<file path="src/hdl/cpct_pkg.sv">
`timescale 1ns / 1ps
`default_nettype none

package cpct_pkg;

	localparam int COORD_W   = 32;
	localparam int RAD_W     = COORD_W - 1;
	localparam int TOL_W     = 16;
	localparam int UNIT_BITS = 30;

	localparam int DIV_W  = COORD_W + 1;
	localparam int Q_W    = UNIT_BITS + 1;
	localparam int SQ_W   = 2 * DIV_W;
	localparam int ROOT_W = SQ_W / 2;

	localparam int SQRT_LAT = ROOT_W + 1;
	localparam int DIV_LAT  = Q_W + 1;

	localparam int SUM_ST     = 4;
	localparam int DIS_ST     = SUM_ST + SQRT_LAT;
	localparam int DIV_IN_ST  = DIS_ST + 1;
	localparam int DIV_OUT_ST = DIV_IN_ST + DIV_LAT;
	localparam int S_ST       = DIV_OUT_ST + 1;
	localparam int S_OUT_ST   = S_ST + SQRT_LAT;
	localparam int LAST_ST    = S_OUT_ST + 5;

	typedef struct packed {
		logic signed [COORD_W-1:0] c1x;
		logic signed [COORD_W-1:0] c1y;
		logic signed [COORD_W-1:0] c2x;
		logic signed [COORD_W-1:0] c2y;
		logic [RAD_W-1:0]          r1;
		logic [RAD_W-1:0]          r2;
	} circles_t;

	typedef struct packed {
		circles_t         cir;
		logic [DIV_W-1:0] adx;
		logic [DIV_W-1:0] ady;
		logic             sx;
		logic             sy;
	} sa_t;

	typedef struct packed {
		circles_t cir;
		logic     sx;
		logic     sy;
		logic     gt;
		logic     out_ok;
		logic     in_ok;
	} sb_t;

	typedef struct packed {
		circles_t                  cir;
		logic signed [COORD_W-1:0] ux;
		logic signed [COORD_W-1:0] uy;
		logic [Q_W-1:0]            cvo;
		logic [Q_W-1:0]            cvi;
		logic                      gt;
		logic                      out_ok;
		logic                      in_ok;
	} sc_t;

	typedef struct packed {
		circles_t cir;
		logic     out_ok;
		logic     in_ok;
	} sd_t;

	typedef struct packed {
		logic                      found;
		logic                      inner_line;
		logic signed [COORD_W-1:0] start_x;
		logic signed [COORD_W-1:0] start_y;
		logic signed [COORD_W-1:0] end_x;
		logic signed [COORD_W-1:0] end_y;
		logic                      last;
	} tangent_t;

endpackage

`default_nettype wire

</file>
<file path="src/hdl/cpct_sqrt.sv">
`timescale 1ns / 1ps
`default_nettype none

module cpct_sqrt (
	input  logic                          clk,
	input  logic                          en,
	input  logic [cpct_pkg::SQ_W-1:0]     rad,
	output logic [cpct_pkg::ROOT_W-1:0]   root
);
	import cpct_pkg::*;

	// floor(sqrt(rad)), one root bit per stage
	logic [SQ_W-1:0]     val_s  [0:ROOT_W-1];
	logic [ROOT_W+1:0]   rem_s  [1:ROOT_W-1];
	logic [ROOT_W-1:0]   root_s [1:ROOT_W];

	always_ff @(posedge clk) begin
		if (en) val_s[0] <= rad;
	end

	genvar i;
	generate
		for (i = 0; i < ROOT_W; i++) begin : g_step
			logic [ROOT_W+3:0] remx;
			logic [ROOT_W+1:0] trial;
			logic              ge;

			if (i == 0) begin : g_first
				assign remx  = {{(ROOT_W+2){1'b0}}, val_s[0][SQ_W-1 -: 2]};
				assign trial = (ROOT_W+2)'(1);
			end else begin : g_rest
				assign remx  = {rem_s[i], val_s[i][SQ_W-1 -: 2]};
				assign trial = {root_s[i], 2'b01};
			end

			assign ge = remx >= {2'b00, trial};

			if (i == 0) begin : g_r0
				always_ff @(posedge clk) begin
					if (en) root_s[1] <= {{(ROOT_W-1){1'b0}}, ge};
				end
			end else begin : g_rn
				always_ff @(posedge clk) begin
					if (en) root_s[i+1] <= {root_s[i][ROOT_W-2:0], ge};
				end
			end

			if (i < ROOT_W - 1) begin : g_carry
				always_ff @(posedge clk) begin
					if (en) begin
						rem_s[i+1] <= ge ? (ROOT_W+2)'(remx - {2'b00, trial})
						                 : remx[ROOT_W+1:0];
						val_s[i+1] <= val_s[i] << 2;
					end
				end
			end
		end
	endgenerate

	assign root = root_s[ROOT_W];

endmodule

`default_nettype wire
</file>
<file path="config.mk">
export PLATFORM = sky130hd
export DESIGN_NAME = cpct_sqrt
export DESIGN_NICKNAME = d
export VERILOG_FILES = /design/src/hdl/cpct_pkg.sv /design/src/hdl/cpct_sqrt.sv
export SDC_FILE = /design/constraint.sdc
export NUM_CORES = 2
export LEC_CHECK = 0
export BUFFER_PORTS_ARGS = -buffer_cell sky130_fd_sc_hd__buf_2
export CORE_MARGIN = 10
export CORE_UTILIZATION = 45
export CTS_CLUSTER_SIZE = 8
export DETAILED_ROUTE_END_ITERATION = 12
export HOLD_SLACK_MARGIN = 0.05
export RECOVER_POWER = 50
export REMOVE_ABC_BUFFERS = 1
export SLEW_MARGIN = 5
export SYNTH_ARGS = -nofsm -noshare
export SYNTH_HDL_FRONTEND = slang
export SYNTH_MEMORY_MAX_BITS = 65536
export SYNTH_SLANG_ARGS = --single-unit
</file>
<file path="constraint.sdc">
create_clock -name clk -period 4.1 [get_ports clk]
set_clock_uncertainty 0.05 [all_clocks]
set_input_delay 0.205 -clock clk [delete_from_list [all_inputs] [get_ports clk]]
set_output_delay 0.205 -clock clk [all_outputs]
set_load 0.02 [all_outputs]
</file>
==> results.toml <==
[outcome]
status = "finished with violations"
violations = "capacitance limit, slew limit"

[worst_hold_path]
hp-start = "en"
hold_class = "in2reg"

[global_route]
antenna_found_initial = 2
grt_busiest_layer = "met2"
grtUsageTotal_pct = 16.5
grt_pass1_wl_um = 411000
use_met3_pct = 2.44
use_met2_pct = 27.2
grt_max_degree = 148
use_met1_pct = 22.8
grt_pass1_vias = 75500
globalRouteOverflowTotal = 0

[floorplanning]
num_rows = 194
die_y_um = 550
dieWidth_um = 550
initial_core_util_pct = 45.3
die_area_um2 = 303000
coreArea_um2 = 280000
pin_count = 101

[detailed_routing]
drcViolationCount = 0
ant_nets = 0
dr.pass1.iters = 6
vias_per_cell = 5.40
wl_per_cell_um = 18.3
vias = 76000
postRouteWirelength_um = 258000
dr.first_iter.drc_count = 5672

[synth]
synth.distinct_cells = 91
synth_area_leaders = "edfxtp_1 65%, ha_1 5.9%, xnor2_1 3.2%, xor2_1 3.1%, a21oi_1 2.5%"
synthFlopType = "edfxtp_1"
synth-edff-count = 2750
postSynth.asyncResetShare_pct = 0
synthCells = 9708
yosysSeqAreaShare_pct = 65.2
synth_top_area_share_pct = 65.2
ys_ff_latch = 2750
ys_warn_count = 0
syn_avg_cell_area_um2 = 13.0
yosys.area.top_type = "edfxtp_1"
synth_area_um2 = 127000

[place]
placed_cells = 13500
io_buffers = 100
hpwl_um = 185000
post-place-ws_ns = 0.230
gp_routability_congestion = 0.876

[cells_and_area]
area_growth_pct = 13.8
final_cell_mix = "2750 x edfxtp_1, 728 x inv_1, 693 x nand2_1"
layout.cells.non_filler = 14100
fillCellCount = 23600
mostFrequentLayoutCell = "edfxtp_1"
finalNetCount = 11000
drive_gt1_share_pct = 8.01

[critical_path]
cp.depth = 11
endpoint = "rem_s[0][450]"
r2r_cells = 11
reg2reg_slack_ns = 0.23
cp-startpoint = "rem_s[0][389]"
critical-path-top-delay-family = "compound AO/OA/AOI/OAI gates"
r2r-start = "rem_s[0][389]"
critPathArrivalTime_ns = 4.44
worst-path-buf-inv = 0
r2r_end = "rem_s[0][450]"
timing.critical_path.slowest_stage_cell = "a2111oi_0"
cp.required_ns = 4.67
cp-start-kind = "flop"
cp_slowest_stage_delay_ns = 0.70
crit_path_end_kind = "flop"
crit_type = "reg2reg"
crit_chain = "ha_1 > a21o_1 > a21o_1 > a2111oi_0 > a211o_1 > nand2b_1 > or3_1 > o211ai_1 > or3_1 > nor4_1 > xor2_1"
cp_max_fo = 6

[clock_network]
path_clk_slew_ns = 0.05
cts_sinks = 2750
clock_path_buffers = 4
cts_root_buffer = "clkbuf_16"
cts_tree = "yes"
clock_latency_ns = 0.92
cts_buffers = 385
htreeDepth = 5

[sta]
post-route-period-util_pct = 94.4
period_minus_slack_ns = 3.87
finalHoldViolations = 0
setup_viol = 0
fmax_ghz = 0.258
worst_hold_slack_ns = 0.315
rsz0062_at_grt = "no"
worst_pin_slew_ns = 2.62
slew_headroom_pct = -74.6
setup_ws_ns = 0.231
drv_slew = 748

[pwr]
power.density_nw_per_um2 = 567
p_leak_uw = 0.0545
combPwrFrac_pct = 19.6
clock_power_share_pct = 34.0
swShare_pct = 27.7
p_int_uw = 59100
power.switching_uw = 22600
sequentialPowerShare_pct = 46.3
vdd_drop_max_mv = 0.397

[run]
drv_cap = 11
-- flip-flops by register name (all words and copies together) (netlist names) --
register and flops:
val_s 1122, rem_s 1067, root_s 561
-- kinds of logic after synthesis --
group / count (synthesis) / share of synthesized area (%)
flip-flops: 2750 / 65.2
AND/OR/NAND/NOR: 2532 / 9.85
AO/OA/AOI/OAI: 1884 / 9.03
buffers and inverters: 929 / 2.80
XOR/XNOR: 911 / 6.30
adder cells (fa/ha/maj): 596 / 5.89
multiplexers: 105 / 0.918
other: 1 / 0.00296
-- cell usage after synthesis (all sizes together), types with 50 or more instances --
master,count
o21ai,534
mux2,89
edfxtp,2750
inv,729
a31oi,50
nor2b,88
nand2,693
nand3,163
nor3,204
o21a,102
nand4,113
or3,96
xnor2,457
a21oi,631
or4,61
xor2,454
nor2,603
and3,62
clkbuf,163
a21o,197
ha,596
nor4,138
nand2b,131
-- through the flow --
stage	power (uW)	utilization, %	TNS, ns	cell area (um2)
6_report	81800	51.6	0	144000
5_1_grt	86200	51.6	0	144000
4_1_cts	82800	51.6	0	144000
3_5_place_dp	54200	47.5	0	133000
3_3_place_gp	54000	47.5	0	133000
2_1_floorplan	48900	-	-193.72	126000
-- power groups by stage --
stage | combinational, uW | clock [uW] | sequential [uW]
3_3_place_gp | 15600 | 0 | 38400
5_1_grt | 17900 | 30000 | 38200
6_report | 16000 | 27800 | 37900
4_1_cts | 16000 | 28900 | 37900
3_5_place_dp | 15800 | 0 | 38400
2_1_floorplan | 11600 | 0 | 37300
-- what timing repair did --
item                                    in CTS  in global routing
gates resized for setup                      0                  5
hold buffers                               133                  0
endpoints found under the setup margin       0                 37
buffers inserted                             0                  0
endpoints found under the hold margin      176                  0
-- routing by layer --
metal / up-vias / wire (um)
met5: - / 0
met4: 0 / 6600
met3: 441 / 12200
met2: 1775 / 121000
met1: 36800 / 117000
li1: 37000 / -
-- worst min path at each step --
| stage | end | cells after the start |
|---|---|---|
| floorplan | val_s[0][0] | 0 |
| global placement | val_s[0][28] | 1 |
| detailed placement | val_s[0][55] | 1 |
| CTS | val_s[0][26] | 2 |
| global route | val_s[0][26] | 2 |
| finish | val_s[0][26] | 2 |
-- area by class of cell --
class                      instances  area (um2)  share of cell area [%]
timing repair buffer             402        3240                    2.24
antenna                            2        5.00                 0.00347
clock buffer                     408        9850                    6.83
multi-input combinational       6030       40600                    28.2
sequential                      2750       82600                    57.3
clock inverter                    27         479                   0.332
inverter                         729        2740                    1.90
tap                             3724        4660                    3.23
Note: power is estimated with default switching activity, not from simulation.
