### src/hdl/cpct_pkg.sv
`timescale 1ns / 1ps
`default_nettype none

package cpct_pkg;

	localparam int COORD_W   = 32;
	localparam int RAD_W     = COORD_W - 1;
	localparam int TOL_W     = 16;
	localparam int UNIT_BITS = 30;

	localparam int DIV_W  = COORD_W + 1;
	localparam int Q_W    = UNIT_BITS + 1;
	localparam int SQ_W   = 2 * DIV_W;
	localparam int ROOT_W = SQ_W / 2;

	localparam int SQRT_LAT = ROOT_W + 1;
	localparam int DIV_LAT  = Q_W + 1;

	localparam int SUM_ST     = 4;
	localparam int DIS_ST     = SUM_ST + SQRT_LAT;
	localparam int DIV_IN_ST  = DIS_ST + 1;
	localparam int DIV_OUT_ST = DIV_IN_ST + DIV_LAT;
	localparam int S_ST       = DIV_OUT_ST + 1;
	localparam int S_OUT_ST   = S_ST + SQRT_LAT;
	localparam int LAST_ST    = S_OUT_ST + 5;

	typedef struct packed {
		logic signed [COORD_W-1:0] c1x;
		logic signed [COORD_W-1:0] c1y;
		logic signed [COORD_W-1:0] c2x;
		logic signed [COORD_W-1:0] c2y;
		logic [RAD_W-1:0]          r1;
		logic [RAD_W-1:0]          r2;
	} circles_t;

	typedef struct packed {
		circles_t         cir;
		logic [DIV_W-1:0] adx;
		logic [DIV_W-1:0] ady;
		logic             sx;
		logic             sy;
	} sa_t;

	typedef struct packed {
		circles_t cir;
		logic     sx;
		logic     sy;
		logic     gt;
		logic     out_ok;
		logic     in_ok;
	} sb_t;

	typedef struct packed {
		circles_t                  cir;
		logic signed [COORD_W-1:0] ux;
		logic signed [COORD_W-1:0] uy;
		logic [Q_W-1:0]            cvo;
		logic [Q_W-1:0]            cvi;
		logic                      gt;
		logic                      out_ok;
		logic                      in_ok;
	} sc_t;

	typedef struct packed {
		circles_t cir;
		logic     out_ok;
		logic     in_ok;
	} sd_t;

	typedef struct packed {
		logic                      found;
		logic                      inner_line;
		logic signed [COORD_W-1:0] start_x;
		logic signed [COORD_W-1:0] start_y;
		logic signed [COORD_W-1:0] end_x;
		logic signed [COORD_W-1:0] end_y;
		logic                      last;
	} tangent_t;

endpackage

`default_nettype wire

### src/hdl/cpct_div.sv
`timescale 1ns / 1ps
`default_nettype none

module cpct_div (
	input  logic                         clk,
	input  logic                         en,
	input  logic [cpct_pkg::DIV_W-1:0]   num,
	input  logic [cpct_pkg::DIV_W-1:0]   den,
	output logic [cpct_pkg::Q_W-1:0]     quo
);
	import cpct_pkg::*;

	// trunc(num * 2^30 / den), one quotient bit per stage
	logic [DIV_W-1:0] rem_s [0:Q_W-1];
	logic [DIV_W-1:0] den_s [0:Q_W-1];
	logic [Q_W-1:0]   quo_s [1:Q_W];
	logic             lsb_s0;

	always_ff @(posedge clk) begin
		if (en) begin
			rem_s[0] <= {1'b0, num[DIV_W-1:1]};
			den_s[0] <= den;
			lsb_s0   <= num[0];
		end
	end

	genvar i;
	generate
		for (i = 0; i < Q_W; i++) begin : g_step
			logic [DIV_W:0] trial;
			logic           ge;

			if (i == 0) begin : g_first
				assign trial = {rem_s[0], lsb_s0};
			end else begin : g_rest
				assign trial = {rem_s[i], 1'b0};
			end

			assign ge = trial >= {1'b0, den_s[i]};

			if (i == 0) begin : g_q0
				always_ff @(posedge clk) begin
					if (en) quo_s[1] <= {{(Q_W-1){1'b0}}, ge};
				end
			end else begin : g_qn
				always_ff @(posedge clk) begin
					if (en) quo_s[i+1] <= {quo_s[i][Q_W-2:0], ge};
				end
			end

			if (i < Q_W - 1) begin : g_carry
				always_ff @(posedge clk) begin
					if (en) begin
						rem_s[i+1] <= ge ? DIV_W'(trial - {1'b0, den_s[i]})
						                 : trial[DIV_W-1:0];
						den_s[i+1] <= den_s[i];
					end
				end
			end
		end
	endgenerate

	assign quo = quo_s[Q_W];

endmodule

`default_nettype wire

### config.mk
export PLATFORM = sky130hd
export DESIGN_NAME = cpct_div
export DESIGN_NICKNAME = d
export VERILOG_FILES = /design/src/hdl/cpct_pkg.sv /design/src/hdl/cpct_div.sv
export SDC_FILE = /design/constraint.sdc
export NUM_CORES = 2
export LEC_CHECK = 0
export BUFFER_PORTS_ARGS = -buffer_cell sky130_fd_sc_hd__buf_2
export CAP_MARGIN = 5
export CORE_MARGIN = 1.5
export CORE_UTILIZATION = 60
export CTS_BUF_LIST = sky130_fd_sc_hd__clkbuf_8
export CTS_CLUSTER_DIAMETER = 60
export CTS_CLUSTER_SIZE = 8
export DETAILED_ROUTE_END_ITERATION = 10
export GPL_TIMING_DRIVEN = 0
export HOLD_SLACK_MARGIN = 0.12
export MAX_ROUTING_LAYER = met4
export PLACE_DENSITY = 0.79
export SYNTH_ARGS = -nofsm -noshare
export SYNTH_HDL_FRONTEND = slang
export SYNTH_SLANG_ARGS = --single-unit
### constraint.sdc
create_clock -name clk -period 3.6 [get_ports clk]
set_input_delay 0.54 -clock clk [delete_from_list [all_inputs] [get_ports clk]]
set_output_delay 0.54 -clock clk [all_outputs]
set_load 0.03 [all_outputs]
==> metrics.md <==
| Metric | Value |
|---|---|
| Outcome | `finished, violations left` |
| Failing checks | `negative setup slack` |
| Max Clock Skew | `approximately 98 ps` |
| Layout area overhead | `13.3%` |
| PortBufs | `between 90 and 100` |
| Clock insertion delay at the later pin of the skew report | `around 1100 ps` |
| Clock-pin slew on the worst setup and hold paths | `approximately 70 ps` |
| # rows | `about 180` |
| Hold path cells | `2` |
| Die H | `~490 µm` |
| Max Cap Violations | `0` |
| Reg power frac | `0.336` |
| Cell internal pwr | `87.8 mW` |
| Die W | `between 400 and 500 µm` |
| Number of flops mapped to enable cells by yosys | `2542` |
| Fraction of layout cells with a size suffix above 1 | `0.145` |
| Simple-gate share of the synthesized area | `0.0900` |
| Setup violations, final | `80` |
| Top post-synthesis cells by count | `2542 x edfxtp_1, 1288 x inv_1, 1078 x a21oi_1` |
| First-pass GRT wire length | `~560000 µm` |
| CP endpoint kind | `flop` |
| Cell taking the most area after synthesis | `edfxtp_1` |
| DRT iter0 DRCs | `9196` |
| Routed Antenna Nets | `0` |
| Crit share post-route | `1.03` |
| P_leak | `65.2 nW` |
| CTS Sinks | `between 2000 and 3000` |
| Top_reg_cell synth | `edfxtp_1` |
| Placer Congestion | `approximately 0.97` |
| Arrival @ worst endpoint | `roughly 4600 ps` |
| Pwr Density | `926 mW/mm²` |
| Crit Path Category | `flop to flop` |
| Final Instance Count excl. Fillers | `around 17000` |
| Asr flop ratio synth | `0` |
| Filler instances | `approximately 17000` |
| CP required | `roughly 4500 ps` |
| GRT overflow | `0` |
| VDD IR-drop max | `roughly 0.54 mV` |
| Worst hold margin | `between 150 and 200 ps` |
| Count leader, synth | `edfxtp_1` |
| Vias in the first global route | `just under 100k` |
| Switching power share of the total | `0.406` |
| Final worst slack | `-125 ps` |
| HPWL after DPL | `between 200000 and 300000 µm` |
| Worst Hold Class | `input port to flop` |
| Placed Cells | `15700` |
| Share of the synthesized area in the top cell type | `0.541` |
| Fin. Hold Viols | `0` |
| Post-Route WL | `approximately 370000 µm` |
| Psw | `approximately 60 mW` |
| Top cells by area, synth | `edfxtp_1 54%, ha_1 9.1%, a21oi_1 3.8%, inv_1 3.4%, xnor2_1 3.0%` |
| H-tree depth | `5` |
| Ports | `~100` |
| R2r worst-path depth | `16` |
| Worst Path Max Fanout | `10` |
| Worst-Margin Slew | `1110 ps` |
| Syn_nets | `around 14000` |
| Final net count | `between 10000 and 15000` |
| CTS tree | `built` |
| Worst Setup Start Kind | `flop` |
| Synthesized flop and latch total | `between 2000 and 3000` |
| Num CTS Buffers | `roughly 380` |
| Post-synthesis mux area share | `0.0286` |
| Slew HR | `0.257` |
| DIE AREA | `0.238 mm²` |
| Final Critical Period | `about 3700 ps` |
| Via count | `between 100k and 150k` |
| Maximum clock path buffer count | `4` |
| Avg WL per Cell | `22.3 µm` |
| 1st-pass router iterations | `7` |
| Post-Synth Adder-Cell Area | `0.0949` |
| Top achievable clock speed | `about 270 MHz` |
| Largest family of logic cells by synthesized area | `compound AO/OA/AOI/OAI gates` |
| DRC viols | `0` |
| Routed vias/inst | `6.05` |
| Syn. warnings | `0` |
| Synthesized instance count | `12500` |
| Root buf cell | `clkbuf_8` |
| Core area | `around 0.23 mm²` |
| Xor and xnor area share after synthesis | `0.0528` |
| Netlist Area Pre-Place | `between 0.1 and 0.15 mm²` |
| Register area share after synthesis | `0.541` |
| Synth Area in Compound Gates | `0.148` |
| Clock network power share | `0.136` |
| Initial Utilization | `0.605` |
| Logic gate share of total power | `0.527` |
| Syn_area_per_cell | `11.3 µm²` |
| GR Util All Layers | `0.310` |
| Dpl ws | `-1770 ps` |
| Initial antenna violation count | `10` |
| Largest net degree at the start of global routing | `197` |
| Yosys cell types | `just under 100` |
| RSZ-0062 raised after global routing | `true` |
| Fin. max-slew vios | `0` |
[critical path: stages (launching register included)]
cell and delay (ps):
edfxtp_1 410, inv_1 80, ha_2 190, inv_2 50, fa_2 370, a21o_1 200, a21oi_2 260, nand2b_4 230
a211oi_4 80, o21ai_2 250, a31oi_4 190, a31oi_4 260, and2_4 220, o21ai_4 60, buf_4 230, clkbuf_4 250
a21oi_1 230
[final cells by class]
class	count	area [µm²]	area share
flip-flops and latches	2542	76300	0.478
diodes	11	27.5	0.000172
inverters	1289	4860	0.0304
repair buffers	552	4980	0.0311
well taps	3132	3920	0.0245
clock buffers	378	5200	0.0326
multi-input cells	8328	62000	0.388
plain buffers	309	2190	0.0137
clock inverters	46	354	0.00222
[flip-flops by register name (all words and copies together) (netlist names)]
signal,count
lsb_s0,1
rem_s,1022
den_s,1023
quo_s,496
[worst paths after layout]
kind	from	to	slack, ps
max	lsb_s0$_DFFE_PP_	rem_s[1][12]$_DFFE_PP_	-130
min	num[32]	rem_s[0][31]$_DFFE_PP_	190
max reg2reg	lsb_s0$_DFFE_PP_	rem_s[1][12]$_DFFE_PP_	-130
min reg2reg	quo_s[7][10]$_DFFE_PP_	quo_s[7][42]$_DFFE_PP_	370
[routing by layer]
metal  track usage  vias to the layer above  part of all wire
met3        0.0377                      969             0.057
li1              -                    47200                 -
met1         0.392                    48500              0.41
met4         0.120                        0             0.044
met5             -                        -                 0
met2         0.511                     3676              0.49
[metrics by stage]
step / setup TNS [ps] / power [mW] / instance area (µm²) / utilization
after CTS: -2720 / 143 / 156000 / 0.671
after global routing: -15670 / 157 / 160000 / 0.685
after floorplan: 0 / 97.6 / 141000 / -
final: -4840 / 148 / 160000 / 0.685
after detailed placement: -1250540 / 117 / 146000 / 0.626
after global placement: - / 118 / 145000 / 0.624
[logic make-up after synthesis]
group / count (synthesis)
AO/OA/AOI/OAI: 3350
AND/OR/NAND/NOR: 2715
flip-flops: 2542
buffers and inverters: 1617
adder cells (fa/ha/maj): 1052
XOR/XNOR: 851
multiplexers: 360
[what timing repair did]
action / in CTS / in global routing
hold buffers: 133 / 0
resized for setup: 606 / 601
pin swaps: 98 / 178
hold endpoints to repair: 149 / 0
endpoints found under the setup margin: 1254 / 1050
gates cloned: 8 / 6
buffers inserted: 137 / 157
[cell usage in the layout, fill, tap and decap left out, types with 29 or more instances in the layout]
cell           count
edfxtp_1        2542
inv_1           1280
a21oi_1          979
ha_1             959
nand2_1          855
nor2_1           731
o21ai_0          687
a21o_1           489
xnor2_1          475
clkbuf_8         388
xor2_1           375
buf_4            335
mux2_2           272
nand3_1          182
nor2b_1          168
nand2b_1         166
nand4_1          149
dlygate4sd3_1    130
o21a_1           128
o21bai_1         125
clkbuf_1         119
nor3_1           117
buf_2            111
o21ai_1           94
a21oi_2           84
and3_1            74
mux2_4            73
a31oi_1           71
o211ai_1          64
o31ai_1           56
o21ai_2           47
buf_6             46
a211oi_1          44
and2_1            43
or3_1             37
ha_4              34
or2_2             29
ha_2              29
[power groups by stage]
stage | clock, mW | sequential (mW) | combinational, mW
finish | 20.2 | 49.8 | 78.0
global route | 21.7 | 50.3 | 85.0
CTS | 20.6 | 49.7 | 72.8
detailed placement | 0 | 50.1 | 67.3
global placement | 0 | 52.0 | 65.8
floorplan | 0 | 47.0 | 50.6
Note: power is estimated with default switching activity, not from simulation.
